`config.mk`:
```
export PLATFORM = sky130hd
export DESIGN_NAME = mcn_front
export DESIGN_NICKNAME = d
export VERILOG_FILES = /design/src/hdl/mcn_pkg.sv /design/src/hdl/mcn_front.sv
export SDC_FILE = /design/constraint.sdc
export NUM_CORES = 1
export LEC_CHECK = 0
export BUFFER_PORTS_ARGS = -buffer_cell sky130_fd_sc_hd__buf_2
export CAP_MARGIN = 20
export CORE_MARGIN = 2
export CORE_UTILIZATION = 26
export CTS_BUF_LIST = sky130_fd_sc_hd__clkbuf_16
export DETAILED_ROUTE_END_ITERATION = 6
export GPL_TIMING_DRIVEN = 0
export HOLD_SLACK_MARGIN = 0.03
export MAX_ROUTING_LAYER = met4
export PLACE_DENSITY_LB_ADDON = 0.2
export SYNTH_ARGS = -nofsm -noshare
export SYNTH_HDL_FRONTEND = slang
export SYNTH_SLANG_ARGS = --single-unit
```
`constraint.sdc`:
```
create_clock -name clk -period 15.2 [get_ports clk]
set_input_delay 0.76 -clock clk [delete_from_list [all_inputs] [get_ports clk]]
set_output_delay 0.76 -clock clk [all_outputs]
set_load 0.005 [all_outputs]
```
`src/hdl/mcn_pkg.sv`:
```
`default_nettype none
package mcn_pkg;

  localparam int MAX_VERTICES_DEF = 65536;
  localparam int FRAC_BITS_DEF    = 16;
  localparam int DIV_W            = 64;
  localparam int SUM_W            = 48;

  // raw action codes on the input channel
  localparam logic [1:0] ACT_ACC  = 2'd0;
  localparam logic [1:0] ACT_FIN  = 2'd1;
  localparam logic [1:0] ACT_SCL  = 2'd2;
  localparam logic [1:0] ACT_NONE = 2'd3;

  localparam logic RK_REPORT = 1'b0;
  localparam logic RK_VERTEX = 1'b1;

  localparam logic [1:0] ST_OK    = 2'd0;
  localparam logic [1:0] ST_EMPTY = 2'd1;
  localparam logic [1:0] ST_ZERO  = 2'd2;
  localparam logic [1:0] ST_SAT   = 2'd3;

  typedef struct packed {
    logic [1:0]        action;
    logic signed [31:0] in_x;
    logic signed [31:0] in_y;
    logic signed [31:0] in_z;
  } in_item_t;

  typedef struct packed {
    logic               result_kind;
    logic signed [31:0] out_x;
    logic signed [31:0] out_y;
    logic signed [31:0] out_z;
    logic [31:0]        scale_out;
    logic [1:0]         status;
  } out_item_t;

  typedef enum logic [1:0] {OP_ACC, OP_FIN, OP_SCL, OP_NOP} op_t;

  typedef struct packed {
    op_t         op;
    logic [31:0] x;
    logic [31:0] y;
    logic [31:0] z;
  } q_item_t;

  typedef enum logic [2:0] {BK_IDLE, BK_MUL, BK_RND, BK_DIV, BK_REPORT} bk_state_t;

  // saturate a sign and magnitude to signed 32 bits; bit 32 flags saturation
  function automatic logic [32:0] sat_mag(input logic neg, input logic [63:0] mag);
    logic [32:0] r;
    if (!neg) begin
      if (mag > 64'h7FFF_FFFF) r = {1'b1, 32'h7FFF_FFFF};
      else r = {1'b0, mag[31:0]};
    end else begin
      if (mag > 64'h8000_0000) r = {1'b1, 32'h8000_0000};
      else r = {1'b0, 32'(~mag[31:0] + 32'd1)};
    end
    return r;
  endfunction

endpackage
`default_nettype wire

```
`src/hdl/mcn_front.sv`:
```
`default_nettype none
// Accept transactions, decode the action and queue them for the back end
module mcn_front (
  input  wire logic              clk,
  input  wire logic              rst_n,
  input  wire logic              in_valid,
  output logic                   in_ready,
  input  wire mcn_pkg::in_item_t in_data,
  output logic                   q_valid,
  output mcn_pkg::q_item_t       q_item,
  input  wire logic              q_pop
);
  mcn_pkg::q_item_t slot_r [2];
  logic [1:0]       cnt_r;
  logic             wp_r, rp_r;
  logic             push;
  mcn_pkg::q_item_t dec;

  // classify the action; unused codes are dropped here
  always_comb begin
    dec.x = in_data.in_x;
    dec.y = in_data.in_y;
    dec.z = in_data.in_z;
    unique case (in_data.action)
      mcn_pkg::ACT_ACC: dec.op = mcn_pkg::OP_ACC;
      mcn_pkg::ACT_FIN: dec.op = mcn_pkg::OP_FIN;
      mcn_pkg::ACT_SCL: dec.op = mcn_pkg::OP_SCL;
      default:          dec.op = mcn_pkg::OP_NOP;
    endcase
  end

  assign in_ready = (cnt_r != 2'd2);
  assign push     = in_valid && in_ready && (dec.op != mcn_pkg::OP_NOP);
  assign q_valid  = (cnt_r != 2'd0);
  assign q_item   = slot_r[rp_r];

  always_ff @(posedge clk) begin
    if (push) slot_r[wp_r] <= dec;
  end

  always_ff @(posedge clk) begin
    if (!rst_n) begin
      cnt_r <= '0;
      wp_r  <= 1'b0;
      rp_r  <= 1'b0;
    end else begin
      if (push) wp_r <= ~wp_r;
      if (q_pop) rp_r <= ~rp_r;
      cnt_r <= cnt_r + 2'(push) - 2'(q_pop);
    end
  end
endmodule
`default_nettype wire

```
# Yosys cells after proc, flatten, opt, wreduce, memory -nomap -nowiden
# Memories as Yosys holds them, arrays and structs flattened. A register that Yosys moved wholly into a read port is not among the register bits.
# Index checks and enable logic that the tools add are counted.
# classes
reduce_logical	4
addsub	2
eq_ne	4
n_mux	5
bitwise_logic	2
# op_table
operator	n
$pmux 2 s3	1
$mux 1	4
$ne 2x2->1 const B	2
$add 2x1->2	1
$eq 2x1->1 const B	1
$eq 2x2->1 const B	1
$logic_and 1x1->1	2
$logic_not 2->1	1
$not 1->1	2
$reduce_bool 2->1	1
$sub 2x1->2	1
# totals
reg_bits	4
output_inout_bits	100
mem_bits_rw	196
in_bits	102
word_cells	21
mem_count	1
# mem_list
name	depth	width	rd	rd_ports_with_merged_regs	wr	line_no	rtl
slot_r	2	98	1	1	1	mcn_front.sv:13	mcn_pkg::q_item_t slot_r [2];

# Logic depth before layout (Yosys ltp)
# Gate-level depths: netlist of run 1.
# logic_depth
depth_word	6
depth_mapped	7
ltp_nobuf	7

# Worst setup path before layout of run 1
# No wires, ideal clock.
# synth_timing
path_type	input port to flip-flop
from	in in_data[96] in the netlist's numbering
to	mem slot_r[1][0] in the netlist's numbering, enable pin
required_ps	14644
setup_ps	556
path_buffers	0
t_arrival_ps	5075
setup_slack_ps	9569
cell_stages	3
cell_sequence	nand2_1 > nand3_1 > nor2_1
# synth_between
elab_chain_cells	6
word_cells_on_any_way	8
cone_classes	eq/ne (3); mux (3); reduce/logical (2)
# synth_rtl
element	line_no	rtl
start: declaration	mcn_front.sv:8	input wire mcn_pkg::in_item_t in_data,
$eq 2x2->1, or another cell as far along	mcn_front.sv:24	unique case (in_data.action)
$pmux 2 s3 (*)	mcn_front.sv:24	
$ne 2x2->1 (*)	mcn_front.sv:33	assign push = in_valid && in_ready && (dec.op != mcn_pkg::OP_NOP);
$logic_and 1x1->1 (*)	mcn_front.sv:33	
$mux 1 (*)	mcn_front.sv:38	if (push) slot_r[wp_r] <= dec;
$mux 1 (not written as such) (*)	mcn_front.sv:38	
end: declaration	mcn_front.sv:13	
# Every way passes the cells marked *; elsewhere a longest branch is shown, timed or not.

==> reports/summary.txt, run 1 <==
Hold buffer count at CTS -> 0
Sum of negative setup slack -> 0 ps
Endpoint required time on the critical path -> 14440 ps
DRC errors left -> 0
Total area of multi-input combinational cells -> 0.00131 mm^2
Portion of synthesized cell area occupied by the leading cell type -> 79.6%
Total of max-cap violations -> 0
Worst slack after detailed placement -> 12590 ps
Time the final worst path needs with I/O delays and setup -> 2590 ps
Final worst-path setup slack -> 12610 ps
CTS buffer count -> 23
Die height -> 173 um
Fraction of power consumed by the clock network -> 35.8%
Vias after detailed routing -> 3801
Synthesis Warnings -> 0
Finished Cell Area -> 0.00961 mm^2
Ant. Diodes -> 0
Result of the run -> finished, final reports clean
Syn-to-layout area delta -> 30.0%
Post-CTS repair timing setup buffer count -> 0
Std-Cell Core Area -> 0.0279 mm^2
Pwr Total -> 1.31 mW
Total grt overflow -> 0
Number of inserted filler cells in the final layout -> 2690
Signal arrival time at the worst endpoint -> 1830 ps
Share of synthesized area occupied by flip-flops and latches -> 81.0%
Number of iterations in the first detailed-routing pass -> 4
P_leak -> 3.61 nW
Critical Path Most Common Cell -> sky130_fd_sc_hd__buf_2
Critical-path top delay cell -> sky130_fd_sc_hd__mux2_2
DRT antenna net count -> 0
Synthesized area per cell -> 22.1 um^2
Detailed Place HPWL -> 10000 um
Wire length of the first global-routing pass -> 22700 um
Count of state elements after synthesis -> 201
Number of global-route vias before repair -> 4174
Violation count after the first detailed-routing iteration -> 145
Clock transition at the register clock pins on the worst setup and hold paths after CTS -> 60 ps
Number of gates resized after cts -> 0
Net switching component of the power -> 0.294 mW
Fraction of layout instances using a drive strength above 1 -> 59.7%
Cell Area, Synth -> 0.00739 mm^2
Number of levels in the clock H-tree -> 1
Pint -> 1.02 mW
Worst Setup Path Type -> register to output port
Total count of max-transition violations in the final report -> 0
Number of antenna violations at the first check in global routing -> 0
Post-route worst hold slack -> 451 ps
Routed length per instance -> 15.4 um
Worst min-delay path class -> input port to register
Startpoint types -> register
Synth area leader -> sky130_fd_sc_hd__edfxtp_1
Source of the worst hold timing path -> in_data[5]
Post-Synthesis Net Count -> 438
Final Cycle Share -> 17.0%
Tightest Pin Transition -> 653 ps
Width of the die -> 173 um
Pwr dens -> 137 mW/mm^2
RR Startpoint -> cnt_r[0]
Clock skew after layout -> 5.87 ps
Net Sw Frac -> 22.3%
CP max stage delay -> 380 ps
Reg area -> 0.00599 mm^2
Top delay family on crit path -> buffers and inverters
Share of power burned in combinational logic -> 12.8%
Clk buf depth -> 3
Total wirelength of the detailed-routed design -> 14800 um
Starting density of the core -> 26.5%
CTS root buf -> sky130_fd_sc_hd__clkbuf_16
Clock sink total -> 201
Unique cell type count in the Yosys netlist -> 22
Crit path max fanout -> 10
Final setup vio count -> 0
Worst VDD drop -> 0.0000876 V
Highest achievable clock rate -> 0.387 GHz
CTS tree -> yes
# port buffers -> 201
Number of standard-cell rows in the floorplan -> 61
Unrepaired setup endpoints after global routing -> false
Post-place instance area -> 0.00897 mm^2
Worst-Skew Late Latency -> 490 ps
Overall track demand over capacity in global routing -> 9.84%
Cell Chain, Critical Path -> buf_6, buf_2, mux2_2, buf_2
Top-level port count -> 202
Per-cell via count in the routed design -> 3.97
Weighted congestion reported at the end of routability-driven placement -> 0.715
Net count reported at finish -> 668
Largest net degree at the start of global routing -> 59
Worst relative slew slack -> 56.3%
Crit end category -> output port
Final Hold Violating Endpoints -> 0
Crit path buffers/inverters -> 3
Portion of total power attributed to sequential cells -> 51.4%
Area enclosed by the die boundary -> 0.0298 mm^2
Leading post-synthesis cells by cell area -> sky130_fd_sc_hd__edfxtp_1, sky130_fd_sc_hd__mux2_2, sky130_fd_sc_hd__mux2_4
Gate count after technology mapping -> 335
[layout by cell type (no fill, tap or decap)]
cell and count:
sky130_fd_sc_hd__a21oi_1 1, sky130_fd_sc_hd__a31o_2 1, sky130_fd_sc_hd__a31oi_1 1, sky130_fd_sc_hd__and2_1 1
sky130_fd_sc_hd__buf_12 3, sky130_fd_sc_hd__buf_16 1, sky130_fd_sc_hd__buf_2 208, sky130_fd_sc_hd__buf_6 4
sky130_fd_sc_hd__clkbuf_1 2, sky130_fd_sc_hd__clkbuf_16 23, sky130_fd_sc_hd__clkinv_1 4, sky130_fd_sc_hd__clkinv_2 4
sky130_fd_sc_hd__dfxtp_1 5, sky130_fd_sc_hd__edfxtp_1 196, sky130_fd_sc_hd__ha_1 1, sky130_fd_sc_hd__inv_1 12
sky130_fd_sc_hd__inv_4 1, sky130_fd_sc_hd__mux2_2 78, sky130_fd_sc_hd__mux2_4 20, sky130_fd_sc_hd__mux2i_1 1
sky130_fd_sc_hd__nand2_1 2, sky130_fd_sc_hd__nand2b_1 1, sky130_fd_sc_hd__nand3_1 1, sky130_fd_sc_hd__nand4_1 1
sky130_fd_sc_hd__nor2_1 2, sky130_fd_sc_hd__nor2_4 1, sky130_fd_sc_hd__or2_2 2, sky130_fd_sc_hd__xnor2_1 2
sky130_fd_sc_hd__xor2_1 1
[path summary, 6_finish.rpt]
check | to | slack (ps) | cells after the start
setup / recovery | q_item[46] | 12610 | 4
hold / removal | slot_r[0][5] | 450 | 1
setup reg to reg | slot_r[1][29] | 13050 | 5
hold reg to reg | rp_r | 520 | 2
[metal layers]
| metal | GRT usage (%) | wire, um | part of all wire [%] |
|---|---|---|---|
| met5 | - | 0 | 0 |
| met4 | 2.78 | 378 | 2.6 |
| met3 | 3.67 | 1210 | 8.2 |
| met2 | 16.4 | 7270 | 49 |
| met1 | 11.1 | 5900 | 40 |
[cell type report]
| class | instances | share of cell area [%] |
|---|---|---|
| multi-input cells | 117 | 13.6 |
| repair buffers | 205 | 11.4 |
| plain buffers | 13 | 0.911 |
| inverters | 4 | 0.182 |
| clock buffers | 23 | 5.99 |
| well taps | 378 | 4.92 |
| flip-flops and latches | 201 | 62.3 |
| clock inverters | 17 | 0.716 |
[stage by stage]
| stage | utilization (%) | instances |
|---|---|---|
| 3_3_place_gp | 31.8 | 914 |
| 5_1_grt | 34.5 | 958 |
| 4_1_cts | 34.5 | 958 |
| 6_report | 34.5 | 958 |
| 3_5_place_dp | 32.2 | 918 |
| 2_1_floorplan | - | 335 |
[flip-flops by register name (all words and copies together), names as in the netlist, named ones only]
register  cells
cnt_r         2
rp_r          1
slot_r      196
wp_r          1
[power groups by stage]
stage	Sequential [mW]	Combinational [mW]	Clock, mW
3_3_place_gp	0.694	0.164	0
6_report	0.676	0.169	0.470
2_1_floorplan	0.689	0.0899	0
4_1_cts	0.676	0.175	0.491
3_5_place_dp	0.688	0.174	0
5_1_grt	0.679	0.186	0.514
[cell usage after synthesis, drive strengths merged]
cell,instances
nand3,1
or2,2
nor2,3
mux2,98
ha,1
xnor2,2
and2,1
buf,11
nand4,1
clkbuf,2
inv,4
nand2,2
edfxtp,196
mux2i,1
a21oi,1
dfxtp,5
a31oi,1
xor2,1
a31o,1
nand2b,1
[cells by family (layout without fill, tap and decap cells)]
logic type                 after synthesis  in the layout  share of synthesized area (%)
DFF                                    201            201                           81.0
AOI/OAI and AO/OA                        3              3                          0.271
buffers and inverters                   17            262                           1.39
and+or+nand+nor                         11             11                          0.745
xor gates and xnor gates                 3              3                          0.356
adders and majority gates                1              1                          0.169
muxes                                   99             99                           16.1
(Power assumes the default switching activity.)
==> inputs of run 2 (changes only) <==
- clock period: 15.2 -> 2.7 ns (I/O delays scaled with it)
==> run 2 against run 1 <==
Net effect: critical endpoint is now slot_r[0][11]; combinational power increased to 6.4 times the previous value; critical path type is now register to register; largest cell class unchanged; die area unchanged; first-iteration DRC count increased by 17%; critical path depth unchanged; total power increased to 6.1 times the previous value.
==> reports/summary.txt, run 2 (synthesis gave the netlist of run 1 again) <==
Wire length of the first global-routing pass -> 25300 um
Width of the die -> 173 um
Pwr Total -> 7.98 mW
CTS tree -> yes
RR Startpoint -> cnt_r[0]
Routed length per instance -> 15.0 um
Sum of met3 wire segment lengths after detailed routing -> 1080 um
Unrepaired setup endpoints after global routing -> false
Largest net degree at the start of global routing -> 39
Number of antenna violations at the first check in global routing -> 0
Endpoint of the worst register-to-register path -> slot_r[0][11]
Net switching component of the power -> 1.76 mW
DRC errors left -> 0
Top reg by flops -> slot_r
Crit end category -> register
Worst min-delay path class -> input port to register
Number of inserted filler cells in the final layout -> 2593
Weighted congestion reported at the end of routability-driven placement -> 0.668
Crit path max fanout -> 36
Total grt overflow -> 0
Number of global-route vias before repair -> 4833
Critical-path top delay cell -> sky130_fd_sc_hd__clkinvlp_4
Violation count after the first detailed-routing iteration -> 169
Number of standard-cell rows in the floorplan -> 61
Clock transition at the register clock pins on the worst setup and hold paths after CTS -> 60 ps
Final Hold Violating Endpoints -> 0
Clk buf depth -> 3
R2R Setup Slk -> 660 ps
Net Sw Frac -> 22.1%
Die height -> 173 um
Clock sink total -> 201
Final setup vio count -> 0
Worst-Skew Late Latency -> 520 ps
Pwr dens -> 740 mW/mm^2
Per-cell via count in the routed design -> 3.99
Time the final worst path needs with I/O delays and setup -> 2040 ps
Overall track demand over capacity in global routing -> 10.8%
P_leak -> 4.07 nW
Portion of total power attributed to sequential cells -> 47.7%
Share of power burned in combinational logic -> 13.7%
Number of gates resized after cts -> 0
Top delay family on crit path -> buffers and inverters
# port buffers -> 201
Most frequent cells in the layout -> sky130_fd_sc_hd__buf_2, sky130_fd_sc_hd__edfxtp_1, sky130_fd_sc_hd__dlygate4sd3_1
DR WL met2 -> 7960 um
Cell Chain, Critical Path -> nand2b_1, nand4_1, clkinvlp_4, buf_12
Source of the worst hold timing path -> in_data[28]
Number of instances on the worst hold path -> 2
WL met1 -> 6350 um
Signal arrival time at the worst endpoint -> 2280 ps
Startpoint types -> register
Area enclosed by the die boundary -> 0.0298 mm^2
Depth of the worst register-to-register path -> 4
Worst Setup Path Type -> register to register
Ant. Diodes -> 0
Pint -> 6.21 mW
Utilization after layout -> 38.7%
Std-Cell Core Area -> 0.0279 mm^2
Total of max-cap violations -> 0
Worst VDD drop -> 0.000639 V
Most frequent standard cell in the layout excluding fill and tap cells -> sky130_fd_sc_hd__buf_2
Largest register FFs -> 196
Top routing layer in use -> met4
Fraction of power consumed by the clock network -> 38.7%
Clock skew after layout -> 11.2 ps
Top-level port count -> 202
Starting density of the core -> 26.5%
Largest registers -> slot_r: 196 flops, cnt_r: 2 flops
Worst relative slew slack -> 55.5%
Net count reported at finish -> 772
Post-route worst hold slack -> 342 ps
Post-place instance area -> 0.00902 mm^2
Crit path buffers/inverters -> 2
Result of the run -> finished, final reports clean
Vias after detailed routing -> 4233
Endpoint required time on the critical path -> 2940 ps
CTS root buf -> sky130_fd_sc_hd__clkbuf_16
Final Cycle Share -> 75.4%
Detailed Place HPWL -> 10700 um
Worst hold endpoint -> slot_r[1][28]
DRT antenna net count -> 0
Fraction of layout instances using a drive strength above 1 -> 51.3%
Highest achievable clock rate -> 0.491 GHz
Tightest Pin Transition -> 667 ps
Total wirelength of the detailed-routed design -> 15900 um
CP max stage delay -> 560 ps
Number of iterations in the first detailed-routing pass -> 4
Total count of max-transition violations in the final report -> 0
Finished Cell Area -> 0.0108 mm^2
CTS buffer count -> 24
Syn-to-layout area delta -> 46.0%
Number of levels in the clock H-tree -> 1
## run 2: changes by cell type in the layout (fill, tap and decap cells not counted), sizes merged
cell	delta
buf	+2
clkinv	+2
dlygate4sd3	+101
inv	-7
bufinv	+3
clkbuf	+1
clkinvlp	+2
## run 2: area by class of cell
type                            count  area, um^2  share of cell area, %
Clock inverter                     17         160                   1.48
Multi-Input combinational cell    117        1310                   12.1
Buffer                             13        87.6                  0.812
Tap cell                          378         473                   4.38
Timing Repair Buffer              308        2150                   19.9
Sequential cell                   201        5990                   55.5
Clock buffer                       24         601                   5.57
Inverter                            4        18.8                  0.174
## run 2: timing repair
item	4_1_cts	5_1_grt
hold endpoints to repair	201	0
buffers inserted	0	0
hold buffers	101	0
setup endpoints to repair	0	0
## run 2: worst reg2reg max path: stages, from the launching register on
cell	delay, ps
sky130_fd_sc_hd__dfxtp_1	320
sky130_fd_sc_hd__nand2b_1	210
sky130_fd_sc_hd__nand4_1	200
sky130_fd_sc_hd__clkinvlp_4	560
sky130_fd_sc_hd__buf_12	430
## run 2: metal layers
| layer | global-route usage [%] | vias up |
|---|---|---|
| li1 | - | 1989 |
| met1 | 11.8 | 2070 |
| met2 | 19.1 | 143 |
| met3 | 3.19 | 31 |
| met4 | 3.38 | 0 |
| met5 | - | - |
## run 2: per-stage QoR
step	TNS, ps	worst slack (ps)	instances
6_report	0	663	1062
5_1_grt	0	490	1062
4_1_cts	0	616	1062
3_5_place_dp	0	629	920
3_3_place_gp	-160360	-838	914
2_1_floorplan	0	127	335
## run 2: how the worst max path moves through the flow
stage,from,endpoint,slack (ps),cells past startpoint
final,cnt_r[0],slot_r[0][11],660,4
after global routing,cnt_r[0],slot_r[0][13],490,4
after CTS,cnt_r[0],slot_r[0][11],620,4
after detailed placement,cnt_r[0],slot_r[0][7],630,4
after global placement,cnt_r[0],slot_r[0][11],-840,3
after floorplan,cnt_r[0],slot_r[1][0],130,3
## run 2: power groups by stage
| stage | combinational [mW] | sequential [mW] | clock [mW] |
|---|---|---|---|
| after global routing | 1.19 | 3.83 | 3.32 |
| after floorplan | 0.512 | 3.86 | 0 |
| after global placement | 0.934 | 3.88 | 0 |
| after CTS | 1.12 | 3.81 | 3.20 |
| after detailed placement | 1.00 | 3.87 | 0 |
| final | 1.09 | 3.80 | 3.09 |
==> inputs of run 3 (changes only) <==
- clock period: 2.7 -> 1.8 ns (I/O delays scaled with it)
==> run 3 against run 2 <==
Net effect: global-route usage is essentially flat; critical path depth did not move; final cell count is 0.75% higher; combinational power rose by 65%; worst hold slack got worse by 35 ps; non-clock buffer count grew 7; first-iteration DRC count is 3.0% lower; sequential share of layout area decreased by 1.1 points; sequential power is 51% higher; die area unchanged.
==> reports/summary.txt, run 3 (synthesis gave the netlist of run 1 again) <==
Result of the run -> finished, final reports clean
Total wirelength of the detailed-routed design -> 16000 um
Vias after detailed routing -> 4296
Number of iterations in the first detailed-routing pass -> 4
Number of inserted filler cells in the final layout -> 2603
Detailed Place HPWL -> 10500 um
Net count reported at finish -> 779
Area enclosed by the die boundary -> 0.0298 mm^2
Clock transition at the register clock pins on the worst setup and hold paths after CTS -> 60 ps
RR Startpoint -> cnt_r[0]
Most frequent standard cell in the layout excluding fill and tap cells -> sky130_fd_sc_hd__edfxtp_1
Worst relative slew slack -> 47.7%
Tightest Pin Transition -> 784 ps
Largest registers -> slot_r: 196 flops, cnt_r: 2 flops
Final standard cell count with taps included and fillers excluded -> 1070
Placed Instances -> 920
Crit end category -> output port
Syn-to-layout area delta -> 48.9%
DRT antenna net count -> 0
Worst hold endpoint -> slot_r[0][20]
Startpoint types -> register
Number of standard-cell rows in the floorplan -> 61
CTS buffer count -> 23
DRC errors left -> 0
Endpoint required time on the critical path -> 1710 ps
Routed length per instance -> 15.0 um
Pwr dens -> 1070 mW/mm^2
Final Cycle Share -> 98.3%
Starting density of the core -> 26.5%
CTS root buf -> sky130_fd_sc_hd__clkbuf_16
Depth of the worst register-to-register path -> 3
Clock sink total -> 201
Time the final worst path needs with I/O delays and setup -> 1770 ps
Total grt overflow -> 0
Most frequent cells in the layout -> sky130_fd_sc_hd__edfxtp_1, sky130_fd_sc_hd__buf_2, sky130_fd_sc_hd__dlygate4sd3_1
Violation count after the first detailed-routing iteration -> 164
Top-level port count -> 202
Total count of max-transition violations in the final report -> 0
Unrepaired setup endpoints after global routing -> true
CTS tree -> yes
Worst Setup Path Type -> register to output port
Per-cell via count in the routed design -> 4.01
Number of antenna violations at the first check in global routing -> 0
Number of levels in the clock H-tree -> 1
Largest net degree at the start of global routing -> 35
Worst-Skew Late Latency -> 510 ps
Endpoint of the worst register-to-register path -> slot_r[1][52]
Width of the die -> 173 um
Clk buf depth -> 3
R2R Setup Slk -> 170 ps
Worst slack after detailed placement -> -422 ps
Number of instances on the worst hold path -> 2
Fraction of layout instances using a drive strength above 1 -> 52.0%
Weighted congestion reported at the end of routability-driven placement -> 0.694
Pwr Total -> 11.8 mW
Overall track demand over capacity in global routing -> 10.8%
Wire length of the first global-routing pass -> 25000 um
Signal arrival time at the worst endpoint -> 1680 ps
Final worst-path setup slack -> 30.0 ps
Number of global-route vias before repair -> 4774
P_leak -> 4.17 nW
Std-Cell Core Area -> 0.0279 mm^2
Die height -> 173 um
Ant. Diodes -> 0
Worst VDD drop -> 0.000592 V
Worst min-delay path class -> input port to register
Highest achievable clock rate -> 0.565 GHz
# port buffers -> 201
Largest register FFs -> 196
Top reg by flops -> slot_r
Crit path max fanout -> 8
Post-route worst hold slack -> 307 ps
Final Hold Violating Endpoints -> 0
Source of the worst hold timing path -> in_data[20]
Clock skew after layout -> 15.1 ps
Final setup vio count -> 0
Total of max-cap violations -> 0
==> run 3: changes by cell type in the layout (fill, tap and decap cells not counted), sizes merged <==
cell	delta
buf	+6
bufinv	-1
clkbuf	-1
clkinv	-1
clkinvlp	-1
dlygate4sd3	+1
inv	+4
nor2	+1
==> run 3: layer usage <==
metal	up-vias	share of wire, %	track usage [%]
li1	2010	-	-
met1	2120	41	11.8
met2	136	51	19.3
met3	30	5.9	2.40
met4	0	2.3	3.67
met5	-	0	-
==> run 3: worst max-delay path by stage <==
stage | endpoint | slack [ps]
after global routing | q_item[89] | -70
after CTS | q_item[89] | -90
final | q_item[2] | 30
after floorplan | slot_r[0][0] | -660
after detailed placement | slot_r[1][34] | -420
after global placement | slot_r[0][10] | -1680
==> run 3: repair_timing <==
action / CTS / global route
setup buffers: 8 / 0
pin swaps: 1 / 0
hold buffers: 102 / 0
resized for setup: 35 / 16
setup endpoints to repair: 225 / 95
cloned: 2 / 0
endpoints found under the hold margin: 201 / 0
==> run 3: through the flow <==
| step | util [%] | TNS (ps) | cell area [um^2] |
|---|---|---|---|
| global placement | 32.0 | -317190 | 8900 |
| finish | 39.5 | 0 | 11000 |
| detailed placement | 32.4 | -23990 | 9030 |
| global route | 39.5 | -3760 | 11000 |
| CTS | 39.5 | -3260 | 11000 |
| floorplan | - | -129230 | 7420 |
==> run 3: report_power, final <==
group          switching, mW  total, mW  internal (mW)
Clock                   1.71       4.30           2.59
Combinational          0.783       1.80           1.02
Sequential             0.101       5.72           5.62
==> run 3: cell type report <==
class	count	area [um^2]	area share (%)
Buffer	10	96.3	0.875
Clock inverter	18	128	1.16
Inverter	4	18.8	0.170
Tap cell	378	473	4.30
Timing Repair Buffer	318	2380	21.6
Clock buffer	23	576	5.23
Sequential cell	201	5990	54.4
Multi-Input combinational cell	118	1350	12.2
==> run 3: worst max-delay path, cell delays in order, from the launching register on <==
cell and delay [ps]:
sky130_fd_sc_hd__dfxtp_4 440, sky130_fd_sc_hd__buf_12 160, sky130_fd_sc_hd__buf_6 120, sky130_fd_sc_hd__mux2_2 330, sky130_fd_sc_hd__buf_2 130
